<file path="src/assert_macros.svh">
// Assertion helpers shared by the classifier's counter and scale modules.
`ifndef ASSERT_MACROS_SVH
`define ASSERT_MACROS_SVH

// Same-cycle implication, checked at every rising clock edge outside reset.
`define FPWC_ASSERT_NOW(lbl, clk, rst, ante, cons) \
   lbl: assert property (@(posedge clk) disable iff (rst) (ante) |-> (cons)) \
      else $error("%m: same-cycle check failed");

// Next-cycle implication, checked at every rising clock edge outside reset.
`define FPWC_ASSERT_NEXT(lbl, clk, rst, ante, cons) \
   lbl: assert property (@(posedge clk) disable iff (rst) (ante) |=> (cons)) \
      else $error("%m: next-cycle check failed");

`endif

</file>
<file path="src/fpwc_pkg.sv">
`default_nettype none

package fpwc_pkg;

   localparam int GapWidth     = 20;
   localparam int WindowWidth  = 24;
   localparam int CountWidth   = 16;
   localparam int ScaleWidth   = 32;
   localparam int FlowWidth    = 16;
   localparam int ClassWidth   = 2;
   localparam int CsrIdxWidth  = 3;
   localparam int CsrDataWidth = 32;
   localparam int FracBits     = 16;
   localparam int ProdWidth    = CountWidth + ScaleWidth;

   localparam logic [GapWidth-1:0]    GapMax     = '1;
   localparam logic [WindowWidth-1:0] ElapsedMax = '1;
   localparam logic [CountWidth-1:0]  CountMax   = '1;
   localparam logic [FlowWidth-1:0]   FlowMax    = '1;

   localparam logic [GapWidth-1:0]    RstMinPulseGap   = 20'd1000;
   localparam logic [WindowWidth-1:0] RstWindowLen     = 24'd400000;
   localparam logic [CountWidth-1:0]  RstMinValidCount = 16'd2;
   localparam logic [ScaleWidth-1:0]  RstFlowScale     = 32'd2184533;
   localparam logic [FlowWidth-1:0]   RstThrNoFlow     = 16'd30;
   localparam logic [FlowWidth-1:0]   RstThrMedium     = 16'd700;
   localparam logic [FlowWidth-1:0]   RstThrStrong     = 16'd1600;

   typedef enum logic [CsrIdxWidth-1:0] {
      CSR_MIN_PULSE_GAP   = 3'd0,
      CSR_WINDOW_LEN      = 3'd1,
      CSR_MIN_VALID_COUNT = 3'd2,
      CSR_FLOW_SCALE      = 3'd3,
      CSR_THR_NO_FLOW     = 3'd4,
      CSR_THR_MEDIUM      = 3'd5,
      CSR_THR_STRONG      = 3'd6
   } csr_index_type;

   typedef enum logic [ClassWidth-1:0] {
      CLASS_NO_FLOW = 2'd0,
      CLASS_WEAK    = 2'd1,
      CLASS_MEDIUM  = 2'd2,
      CLASS_STRONG  = 2'd3
   } flow_class_type;

   typedef struct packed {
      logic [GapWidth-1:0]    min_pulse_gap;
      logic [WindowWidth-1:0] window_len;
      logic [CountWidth-1:0]  min_valid_count;
      logic [ScaleWidth-1:0]  flow_scale;
      logic [FlowWidth-1:0]   thr_no_flow;
      logic [FlowWidth-1:0]   thr_medium;
      logic [FlowWidth-1:0]   thr_strong;
   } cfg_type;

   // Closed window, after the minimum count check.
   typedef struct packed {
      logic [CountWidth-1:0] count;
   } win_type;

   // Scaled and saturated flow with the count that produced it.
   typedef struct packed {
      logic [FlowWidth-1:0]  flow;
      logic [CountWidth-1:0] count;
   } flow_type;

endpackage

`default_nettype wire

</file>
<file path="src/fpwc_counter.sv">
`default_nettype none

module fpwc_counter (
   input  wire logic             clock,
   input  wire logic             reset,
   input  wire fpwc_pkg::cfg_type cfg,
   input  wire logic             in_valid,
   output logic                  in_ready,
   input  wire logic             in_rise,
   output logic                  out_valid,
   input  wire logic             out_ready,
   output fpwc_pkg::win_type     out_win
);
   import fpwc_pkg::*;

   `include "assert_macros.svh"

   logic [CountWidth-1:0]  pulses_ff,  pulses_in;
   logic [GapWidth-1:0]    gap_ff,     gap_in;
   logic [WindowWidth-1:0] elapsed_ff, elapsed_in;
   logic                   valid_ff;
   win_type                win_ff;
   logic                   accept;
   logic                   counted;
   logic                   closing;

   assign in_ready = !valid_ff || out_ready;
   assign accept   = in_valid && in_ready;

   always_comb begin
      counted = in_rise && (gap_ff >= cfg.min_pulse_gap);
      if (counted) begin
         pulses_in = (pulses_ff != CountMax) ? pulses_ff + 1'b1 : pulses_ff;
         gap_in    = GapWidth'(1);
      end else begin
         pulses_in = pulses_ff;
         gap_in    = (gap_ff != GapMax) ? gap_ff + 1'b1 : gap_ff;
      end
      elapsed_in = (elapsed_ff != ElapsedMax) ? elapsed_ff + 1'b1 : elapsed_ff;
      closing    = elapsed_in >= cfg.window_len;
   end

   always_ff @(posedge clock) begin
      if (reset) begin
         pulses_ff  <= '0;
         gap_ff     <= '0;
         elapsed_ff <= '0;
         valid_ff   <= 1'b0;
      end else begin
         if (accept) begin
            gap_ff <= gap_in;
            if (closing) begin
               pulses_ff  <= '0;
               elapsed_ff <= '0;
            end else begin
               pulses_ff  <= pulses_in;
               elapsed_ff <= elapsed_in;
            end
         end
         if (in_ready) begin
            valid_ff <= accept && closing;
         end
      end
   end

   // A count below the valid minimum reads as no flow at all.
   always_ff @(posedge clock) begin
      if (accept && closing) begin
         win_ff.count <= (pulses_in < cfg.min_valid_count) ? '0 : pulses_in;
      end
   end

   assign out_valid = valid_ff;
   assign out_win   = win_ff;

   `FPWC_ASSERT_NEXT(a_close_clears, clock, reset, accept && closing,
      pulses_ff == '0 && elapsed_ff == '0)
   `FPWC_ASSERT_NEXT(a_pulse_restarts_gap, clock, reset, accept && counted,
      gap_ff == GapWidth'(1))

endmodule

`default_nettype wire

</file>
<file path="src/fpwc_scale.sv">
`default_nettype none

module fpwc_scale (
   input  wire logic                                 clock,
   input  wire logic                                 reset,
   input  wire logic [fpwc_pkg::ScaleWidth-1:0]      flow_scale,
   input  wire logic                                 in_valid,
   output logic                                      in_ready,
   input  wire fpwc_pkg::win_type                    in_win,
   output logic                                      out_valid,
   input  wire logic                                 out_ready,
   output fpwc_pkg::flow_type                        out_flow
);
   import fpwc_pkg::*;

   `include "assert_macros.svh"

   logic [ProdWidth-1:0] product;
   logic                 saturate;
   logic                 valid_ff;
   flow_type             flow_ff;

   assign in_ready = !valid_ff || out_ready;

   // Q16 scale: keep the integer part and clamp anything above sixteen bits.
   always_comb begin
      product  = ProdWidth'(in_win.count) * ProdWidth'(flow_scale);
      saturate = |product[ProdWidth-1:FracBits+FlowWidth];
   end

   always_ff @(posedge clock) begin
      if (reset) begin
         valid_ff <= 1'b0;
      end else if (in_ready) begin
         valid_ff <= in_valid;
      end
   end

   always_ff @(posedge clock) begin
      if (in_valid && in_ready) begin
         flow_ff.flow  <= saturate ? FlowMax : product[FracBits+FlowWidth-1:FracBits];
         flow_ff.count <= in_win.count;
      end
   end

   assign out_valid = valid_ff;
   assign out_flow  = flow_ff;

   `FPWC_ASSERT_NOW(a_zero_count_zero_flow, clock, reset,
      valid_ff && flow_ff.count == '0, flow_ff.flow == '0)

endmodule

`default_nettype wire

</file>
<file path="src/fpwc_class.sv">
`default_nettype none

module fpwc_class (
   input  wire logic                              clock,
   input  wire logic                              reset,
   input  wire fpwc_pkg::cfg_type                 cfg,
   input  wire logic                              in_valid,
   output logic                                   in_ready,
   input  wire fpwc_pkg::flow_type                in_flow,
   output logic                                   out_valid,
   input  wire logic                              out_ready,
   output logic [fpwc_pkg::FlowWidth-1:0]         out_flow_centi,
   output logic [fpwc_pkg::ClassWidth-1:0]        out_flow_class,
   output logic [fpwc_pkg::CountWidth-1:0]        out_pulse_count
);
   import fpwc_pkg::*;

   logic           valid_ff;
   flow_type       flow_ff;
   flow_class_type class_ff;
   flow_class_type class_in;

   assign in_ready = !valid_ff || out_ready;

   // The first threshold that the flow falls below decides the class.
   always_comb begin
      if (in_flow.flow < cfg.thr_no_flow) begin
         class_in = CLASS_NO_FLOW;
      end else if (in_flow.flow < cfg.thr_medium) begin
         class_in = CLASS_WEAK;
      end else if (in_flow.flow < cfg.thr_strong) begin
         class_in = CLASS_MEDIUM;
      end else begin
         class_in = CLASS_STRONG;
      end
   end

   always_ff @(posedge clock) begin
      if (reset) begin
         valid_ff <= 1'b0;
      end else if (in_ready) begin
         valid_ff <= in_valid;
      end
   end

   always_ff @(posedge clock) begin
      if (in_valid && in_ready) begin
         flow_ff  <= in_flow;
         class_ff <= class_in;
      end
   end

   assign out_valid       = valid_ff;
   assign out_flow_centi  = flow_ff.flow;
   assign out_flow_class  = class_ff;
   assign out_pulse_count = flow_ff.count;

endmodule

`default_nettype wire

</file>
<file path="src/flow_pulse_window_classifier.sv">
// A window-closing word's result passes the counter, scale and class registers in turn.
// Throughput: one word per cycle unless stalled; the counters, the Q16 multiplier and
// the classifier each sit behind their own register, so the three stages overlap freely.
// Most words close no window, leaving no result; a stall holds full stages before it.
// Reset (synchronous, active high) clears the counters and every stage's valid flag,
// and loads each configuration register with its default value.
`default_nettype none

module flow_pulse_window_classifier (
   input  wire logic                                clock,
   input  wire logic                                reset,
   // Tick input: one word per microsecond of the time base.
   input  wire logic                                req_valid,
   output logic                                     req_ready,
   input  wire logic                                req_sensor_rise,
   // Window result.
   output logic                                     rsp_valid,
   input  wire logic                                rsp_ready,
   output logic [fpwc_pkg::FlowWidth-1:0]           rsp_flow_centi,
   output logic [fpwc_pkg::ClassWidth-1:0]          rsp_flow_class,
   output logic [fpwc_pkg::CountWidth-1:0]          rsp_pulse_count,
   // Configuration writes.
   input  wire logic                                csr_wen,
   input  wire logic [fpwc_pkg::CsrIdxWidth-1:0]    csr_index,
   input  wire logic [fpwc_pkg::CsrDataWidth-1:0]   csr_wdata
);
   import fpwc_pkg::*;

   cfg_type  cfg_ff;
   logic     win_valid;
   logic     win_ready;
   win_type  win;
   logic     flow_valid;
   logic     flow_ready;
   flow_type flow;

   // Configuration registers. Each write keeps only the low bits that the
   // register holds; an index beyond the list is simply ignored. Writes are
   // expected only while the pipeline is empty, so no stage guards against a
   // change under its feet.
   always_ff @(posedge clock) begin
      if (reset) begin
         cfg_ff.min_pulse_gap   <= RstMinPulseGap;
         cfg_ff.window_len      <= RstWindowLen;
         cfg_ff.min_valid_count <= RstMinValidCount;
         cfg_ff.flow_scale      <= RstFlowScale;
         cfg_ff.thr_no_flow     <= RstThrNoFlow;
         cfg_ff.thr_medium      <= RstThrMedium;
         cfg_ff.thr_strong      <= RstThrStrong;
      end else if (csr_wen) begin
         case (csr_index)
            CSR_MIN_PULSE_GAP: begin
               cfg_ff.min_pulse_gap <= csr_wdata[GapWidth-1:0];
            end
            CSR_WINDOW_LEN: begin
               cfg_ff.window_len <= csr_wdata[WindowWidth-1:0];
            end
            CSR_MIN_VALID_COUNT: begin
               cfg_ff.min_valid_count <= csr_wdata[CountWidth-1:0];
            end
            CSR_FLOW_SCALE: begin
               cfg_ff.flow_scale <= csr_wdata[ScaleWidth-1:0];
            end
            CSR_THR_NO_FLOW: begin
               cfg_ff.thr_no_flow <= csr_wdata[FlowWidth-1:0];
            end
            CSR_THR_MEDIUM: begin
               cfg_ff.thr_medium <= csr_wdata[FlowWidth-1:0];
            end
            CSR_THR_STRONG: begin
               cfg_ff.thr_strong <= csr_wdata[FlowWidth-1:0];
            end
            default: begin
            end
         endcase
      end
   end

   // Stage one: the pulse gap filter, the window timer and the pulse count.
   // Every accepted word advances them; only a word that closes the window
   // passes anything on, and an edge on that closing tick is still counted.
   fpwc_counter u_counter (
      .clock     (clock),
      .reset     (reset),
      .cfg       (cfg_ff),
      .in_valid  (req_valid),
      .in_ready  (req_ready),
      .in_rise   (req_sensor_rise),
      .out_valid (win_valid),
      .out_ready (win_ready),
      .out_win   (win)
   );

   // Stage two: the count times the Q16 scale, truncated and clamped.
   fpwc_scale u_scale (
      .clock      (clock),
      .reset      (reset),
      .flow_scale (cfg_ff.flow_scale),
      .in_valid   (win_valid),
      .in_ready   (win_ready),
      .in_win     (win),
      .out_valid  (flow_valid),
      .out_ready  (flow_ready),
      .out_flow   (flow)
   );

   // Stage three: the four-level class and the result register itself.
   fpwc_class u_class (
      .clock           (clock),
      .reset           (reset),
      .cfg             (cfg_ff),
      .in_valid        (flow_valid),
      .in_ready        (flow_ready),
      .in_flow         (flow),
      .out_valid       (rsp_valid),
      .out_ready       (rsp_ready),
      .out_flow_centi  (rsp_flow_centi),
      .out_flow_class  (rsp_flow_class),
      .out_pulse_count (rsp_pulse_count)
   );

endmodule

`default_nettype wire

</file>
<file path="config.mk">
export PLATFORM = sky130hd
export DESIGN_NAME = flow_pulse_window_classifier
export DESIGN_NICKNAME = d
export VERILOG_FILES = /design/src/fpwc_pkg.sv /design/src/fpwc_counter.sv /design/src/fpwc_scale.sv /design/src/fpwc_class.sv /design/src/flow_pulse_window_classifier.sv
export VERILOG_INCLUDE_DIRS = /design/src /design/src/src
export SDC_FILE = /design/constraint.sdc
export NUM_CORES = 2
export LEC_CHECK = 0
export ABC_AREA = 0
export BUFFER_PORTS_ARGS = -buffer_cell sky130_fd_sc_hd__buf_2
export CORE_MARGIN = 3
export CORE_UTILIZATION = 55
export CTS_CLUSTER_DIAMETER = 80
export DETAILED_ROUTE_END_ITERATION = 6
export PLACE_DENSITY = 0.83
export SYNTH_ARGS = -nofsm -noshare
export SYNTH_HDL_FRONTEND = slang
export SYNTH_HIERARCHICAL = 1
export SYNTH_SLANG_ARGS = --single-unit
</file>
<file path="constraint.sdc">
create_clock -name clock -period 7 [get_ports clock]
set_clock_uncertainty 0.05 [all_clocks]
set_input_delay 1.75 -clock clock [delete_from_list [all_inputs] [get_ports clock]]
set_output_delay 1.75 -clock clock [all_outputs]
set_load 0.02 [all_outputs]
</file>
### Word-level counts from Yosys, hierarchy flattened

Cells that the tools add are included.

| word-level totals | value |
|---|---|
| register bits after elaboration | 285 |
| input bits | 41 |
| output and inout bits | 36 |
| logic and storage cells | 71 |

| cells by class | value |
|---|---|
| add/subtract/negate cells | 3 |
| $mul | 1 |
| $lt $le $gt $ge | 6 |
| eq/ne operators | 9 |
| mux-type cells | 9 |
| reductions and logical operators | 23 |

Operator list:

| operator | number |
|---|---|
| $lt 16x16->1 | 4 |
| $mul 16x32->48 | 1 |
| $mux 16 | 3 |
| $mux 24 | 2 |
| $mux 20 | 2 |
| $add 24x1->24 const B | 1 |
| $ge 24x24->1 | 1 |
| $ne 24x24->1 const B | 1 |
| $add 20x1->20 const B | 1 |
| $ge 20x20->1 | 1 |
| $ne 20x20->1 const B | 1 |
| $add 16x1->16 const B | 1 |
| $ne 16x16->1 const B | 1 |
| $reduce_and 2->1 | 8 |
| $reduce_or 16->1 | 1 |
| $eq 3x3->1 const B | 3 |
| $eq 3x2->1 const B | 2 |
| $logic_and 1x1->1 | 5 |
| $eq 3x1->1 const B | 1 |
| $logic_not 1->1 | 3 |
| $logic_not 3->1 | 1 |
| $logic_or 1x1->1 | 3 |
| $mux 1 | 2 |
| $reduce_bool 2->1 | 1 |
| $reduce_or 2->1 | 1 |

### Depth between registers and ports, before layout

| logic depth | value |
|---|---|
| word-level depth | 6 |
| gate-level depth with buffers | 26 |
| depth with buffers taken out | 23 |

### Hierarchy

Netlist, hierarchy kept.

Modules (own cells, without submodules):

| module | times used | cells each | area each (um2) | seq. area each (um2) |
|---|---|---|---|---|
| fpwc_scale | 1 | 1979 | 17790.8 | 980.9 |
| fpwc_counter | 1 | 685 | 5609.1 | 1701.6 |
| flow_pulse_window_classifier | 1 | 523 | 5606.6 | 2802.7 |
| fpwc_class | 1 | 195 | 2238.4 | 1041.0 |

### Worst setup path before layout

No wires, ideal clock.

| path | value |
|---|---|
| path kind | register -> register |
| start point | register u_counter.win_ff, in the netlist u_counter/out_win[1] |
| end point | register, netlist name u_scale/out_flow[19] |
| library setup time | 0.255 ns |
| arrival | 6.485 ns |
| data required time | 6.695 ns |
| path slack | 0.209 ns |
| stages on the path, launching flop included | 25 |
| path buffers | 3 |
| clock period less this slack | 6.791 ns |
| path through | edfxtp_1 > clkbuf_1 > and2_1 > fa_1 > inv_1 > fa_1 > inv_1 > fa_1 > inv_1 > fa_1 > fa_1 > fa_1 > inv_1 > ha_1 > buf_6 > a21oi_2 > o21ai_2 > a21oi_1 > o32ai_1 > or4_1 > a2111oi_2 > nand4_1 > nor4b_4 > buf_6 > nand2_2 |

| on the way | value |
|---|---|
| longest elaborated chain between the ends | 2 |

RTL lines:

| what | RTL line | text |
|---|---|---|
| from (decl) | fpwc_counter.sv:22 | `win_type win_ff;` |
| $mul 16x32->48 (*) | fpwc_scale.sv:27 | `product = ProdWidth'(in_win.count) * ProdWidth'(flow_scale);` |
| $reduce_or 16->1 | fpwc_scale.sv:28 | `saturate = \|product[ProdWidth-1:FracBits+FlowWidth];` |

Mark *: on every way between the ends. The rest lies on a longest branch, timed or not.
A chain may end at the register's enable or synchronous reset.

### Worst setup path after layout

| path | value |
|---|---|
| start point | register u_counter.win_ff, in the netlist u_counter/out_win[7] |
| end point | register, netlist name u_scale/out_flow[18] |

| on the way | value |
|---|---|
| longest elaborated chain between the ends | 2 |

RTL lines:

| what | RTL line |
|---|---|
| $mul 16x32->48 (*) | fpwc_scale.sv:27 |
| $reduce_or 16->1 | fpwc_scale.sv:28 |

Marked as above.

==> flow_summary.json <==
{
  "outcome": "finished, violations left",
  "violations": "negative setup slack",
  "hold_path.class": "reg2reg",
  "cpPeakStageDelay_ns": 0.63,
  "yosys.area.top_type": "fa_1",
  "wl_per_cell_um": 18.8,
  "initial_core_util_pct": 56.2,
  "final_common_cell": "inv_1",
  "synthXorXnorAreaFrac_pct": 2.78,
  "crit_slowest_cell": "fa_1",
  "max-slew-margin-rel_pct": 18.4,
  "viasPerCell": 5.68,
  "syn_nets": 4064,
  "antennaDiodeCount": 0,
  "nets": 4174,
  "synth-compound-area-share_pct": 7.02,
  "yosys.area.top_type_share_pct": 26.7,
  "clockBufferDepth": 3,
  "cts_sinks": 285,
  "die_w_um": 244,
  "required_ns": 7.25,
  "htree_num_levels": 1,
  "synth.avg_cell_area_um2": 9.24,
  "r2r_start": "u_counter/out_win[7]",
  "clock-root-buffer": "clkbuf_16",
  "slew_violations": 0,
  "yosysUniqueCellTypes": 89,
  "ant_nets": 0,
  "placed_area_um2": 33200,
  "whs_ns": 0.368,
  "rows": 86,
  "worst_ep_arrival_time_ns": 7.46,
  "die_h_um": 244,
  "setup_tns_ns": -3.14,
  "synth_top_family_by_area": "adder cells",
  "wl_um": 80200,
  "fin_area_um2": 34900,
  "grt_usage_pct": 26.2,
  "die_area_um2": 59700,
  "numCtsBuffers": 29,
  "crit_buf_inv": 7,
  "crit_path_start": "u_counter/out_win[7]",
  "core_um2": 55600,
  "drc": 0,
  "cp_cell_sequence": "buf_6 > buf_12 > nand2_2 > fa_1 > inv_1 > fa_1 > inv_1 > fa_1 > inv_1 > fa_1 > fa_1 > fa_1 > ha_4 > nand4_1 > o211ai_1 > a32oi_2 > a211oi_4 > or4_4 > a2111oi_4 > nand4_1 > nor4b_4 > buf_6 > clkbuf_16 > nand2_2",
  "rsz0062_at_grt": "yes",
  "worst_slew_pin_slew_ns": 1.22,
  "drive_above_1_share_pct": 12.5,
  "drt-initial-drc-count": 2046,
  "cts.clk_slew.worst_paths_ns": 0.07,
  "synthArstFlopShare_pct": 0,
  "setup_slack_ns": -0.214,
  "final-hold-violation-count": 0,
  "final_cell_mix": "503 x inv_1, 415 x fa_1, 359 x nand2_1, 260 x and2_1, 203 x ha_1",
  "synth_area_leaders": "fa_1 27%, dfxtp_1 13%, ha_1 9.0%",
  "ys_ff_latch": 285,
  "crit_fanout": 8,
  "critPathKind": "reg2reg",
  "crit_top_cell": "fa_1",
  "syn_area_um2": 31200,
  "grt_pass1_wl_um": 126000,
  "ir_drop_v": 0.000210,
  "synth_cells": 3382,
  "antenna_found_initial": 0,
  "syn_to_final_growth_pct": 11.8,
  "ys_seq_area_share_pct": 20.9,
  "setup_viol": 16,
  "grt_max_degree": 108,
  "port_buffers": 76,
  "power.density_nw_per_um2": 177,
  "cts_tree": "built",
  "synth_ff_type": "dfxtp_1",
  "start_kind": "flip-flop",
  "grt_pass1_vias": 24500,
  "crit_family": "adder cells",
  "synthAdderAreaFrac_pct": 35.7,
  "synth_edf_count": 82,
  "dp_hpwl_um": 60700,
  "post-route-util_pct": 62.8,
  "ctsHoldBuffers": 0,
  "worstHoldStart": "u_scale/out_flow[12]",
  "vias": 24200,
  "drv_cap": 0,
  "synthMuxAreaShare_pct": 4.73,
  "yosys_warnings": 6,
  "firstDrtPassIters": 5,
  "grt_overflow_total": 0,
  "gp_congestion": 0.985,
  "endpoint_kind": "flip-flop",
  "ios": 77,
  "p_leak_nw": 15.5,
  "fmax_ghz": 0.139,
  "yosys.area_share.simple_pct": 20.1,
  "clk_latency_ns": 0.58,
  "finalCritPeriodShare_pct": 103,
  "fin_crit_ns": 7.21
}
## Yosys cell counts (5+ instances only)
| library cell | instances |
|---|---|
| and2_1 | 264 |
| o21bai_1 | 7 |
| nand2b_1 | 148 |
| nor3_1 | 29 |
| and4_1 | 22 |
| a21o_1 | 24 |
| nor2b_1 | 12 |
| o21ai_1 | 9 |
| a21oi_1 | 90 |
| clkbuf_1 | 126 |
| mux2i_1 | 142 |
| o21a_1 | 5 |
| and3_1 | 19 |
| nand3_1 | 53 |
| buf_6 | 13 |
| buf_2 | 33 |
| a21oi_2 | 11 |
| buf_4 | 5 |
| o21ai_0 | 55 |
| nor2_1 | 189 |
| xor2_1 | 45 |
| o211ai_1 | 21 |
| ha_1 | 224 |
| mux2_2 | 5 |
| fa_1 | 417 |
| dfxtp_1 | 203 |
| o31ai_1 | 5 |
| a31oi_1 | 10 |
| a211oi_1 | 14 |
| xnor2_1 | 54 |
| o2111ai_1 | 7 |
| nand4_1 | 49 |
| edfxtp_1 | 82 |
| a221oi_1 | 7 |
| nand2_2 | 12 |
| nand2_1 | 363 |
| inv_1 | 505 |
## repair_timing
item	4_1_cts	5_1_grt
gates resized for setup	1	87
setup endpoints to repair	16	16
gates cloned	0	5
hold endpoints to repair	0	0
pin swaps	0	35
setup buffers	0	16
## power by group
group	switching, mW	total, mW	internal [mW]
sequential	0.0211	1.73	1.71
combinational	1.68	2.81	1.13
clock	0.707	1.65	0.948
total	2.41	6.19	3.78
## per-stage QoR
stage | power [mW] | worst slack (ns) | instances
floorplan | 3.44 | 0.209 | 3382
global placement | 4.24 | -0.0223 | 4188
detailed placement | 4.29 | -0.0412 | 4188
CTS | 5.94 | -0.0742 | 4242
global route | 6.50 | -0.364 | 4263
finish | 6.19 | -0.214 | 4263
## flip-flops by register name (all words and copies together), names as in the netlist
signal and count:
u_class/out_valid 1, u_counter/out_win 16, u_class/out_pulse_count 16, u_counter/elapsed_ff 24, u_class/out_flow_centi 16, u_counter/out_valid 1, cfg_ff 140, u_scale/out_flow 32
u_counter/pulses_ff 16, u_counter/gap_ff 20, u_scale/out_valid 1, u_class/out_flow_class 2
## cell type report
cell class | instances | area [µm²]
inverters | 505 | 1900
multi-input cells | 2412 | 22400
fillers | 4204 | 20700
flip-flops and latches | 285 | 6540
repair buffers | 259 | 2150
well taps | 748 | 936
clock inverters | 19 | 240
clock buffers | 35 | 769
## worst reg2reg max path, stage by stage (launching register included)
cell,delay [ns]
edfxtp_1,0.38
buf_6,0.12
buf_12,0.13
nand2_2,0.07
fa_1,0.48
inv_1,0.05
fa_1,0.50
inv_1,0.06
fa_1,0.53
inv_1,0.06
fa_1,0.52
fa_1,0.54
fa_1,0.63
ha_4,0.25
nand4_1,0.18
o211ai_1,0.17
a32oi_2,0.32
a211oi_4,0.08
or4_4,0.54
a2111oi_4,0.38
nand4_1,0.20
nor4b_4,0.31
buf_6,0.18
clkbuf_16,0.17
nand2_2,0.06
## final timing paths
| check | depth (start not counted) | slack, ns | to |
|---|---|---|---|
| max | 24 | -0.21 | u_scale/out_flow[18] |
| min | 0 | 0.37 | u_class/out_pulse_count[12] |
| max reg2reg | 24 | -0.21 | u_scale/out_flow[18] |
| min reg2reg | 0 | 0.37 | u_class/out_pulse_count[12] |
## logic make-up after synthesis
family,count (synthesis)
xor+xnor,99
compound gates,320
flops,285
simple gates,1205
fa+ha+maj,641
mux,147
buf+inv,685
## per-layer routing
metal  global-route usage (%)  wire, µm  vias to the layer above
met5                        0         0                        -
met4                     11.9      4290                        0
met3                     3.44      6280                      259
met2                     41.9     37100                     1100
met1                     35.6     32500                    11900
li1                         -         -                    11000
No activity file was read; power rests on OpenSTA's default activity.
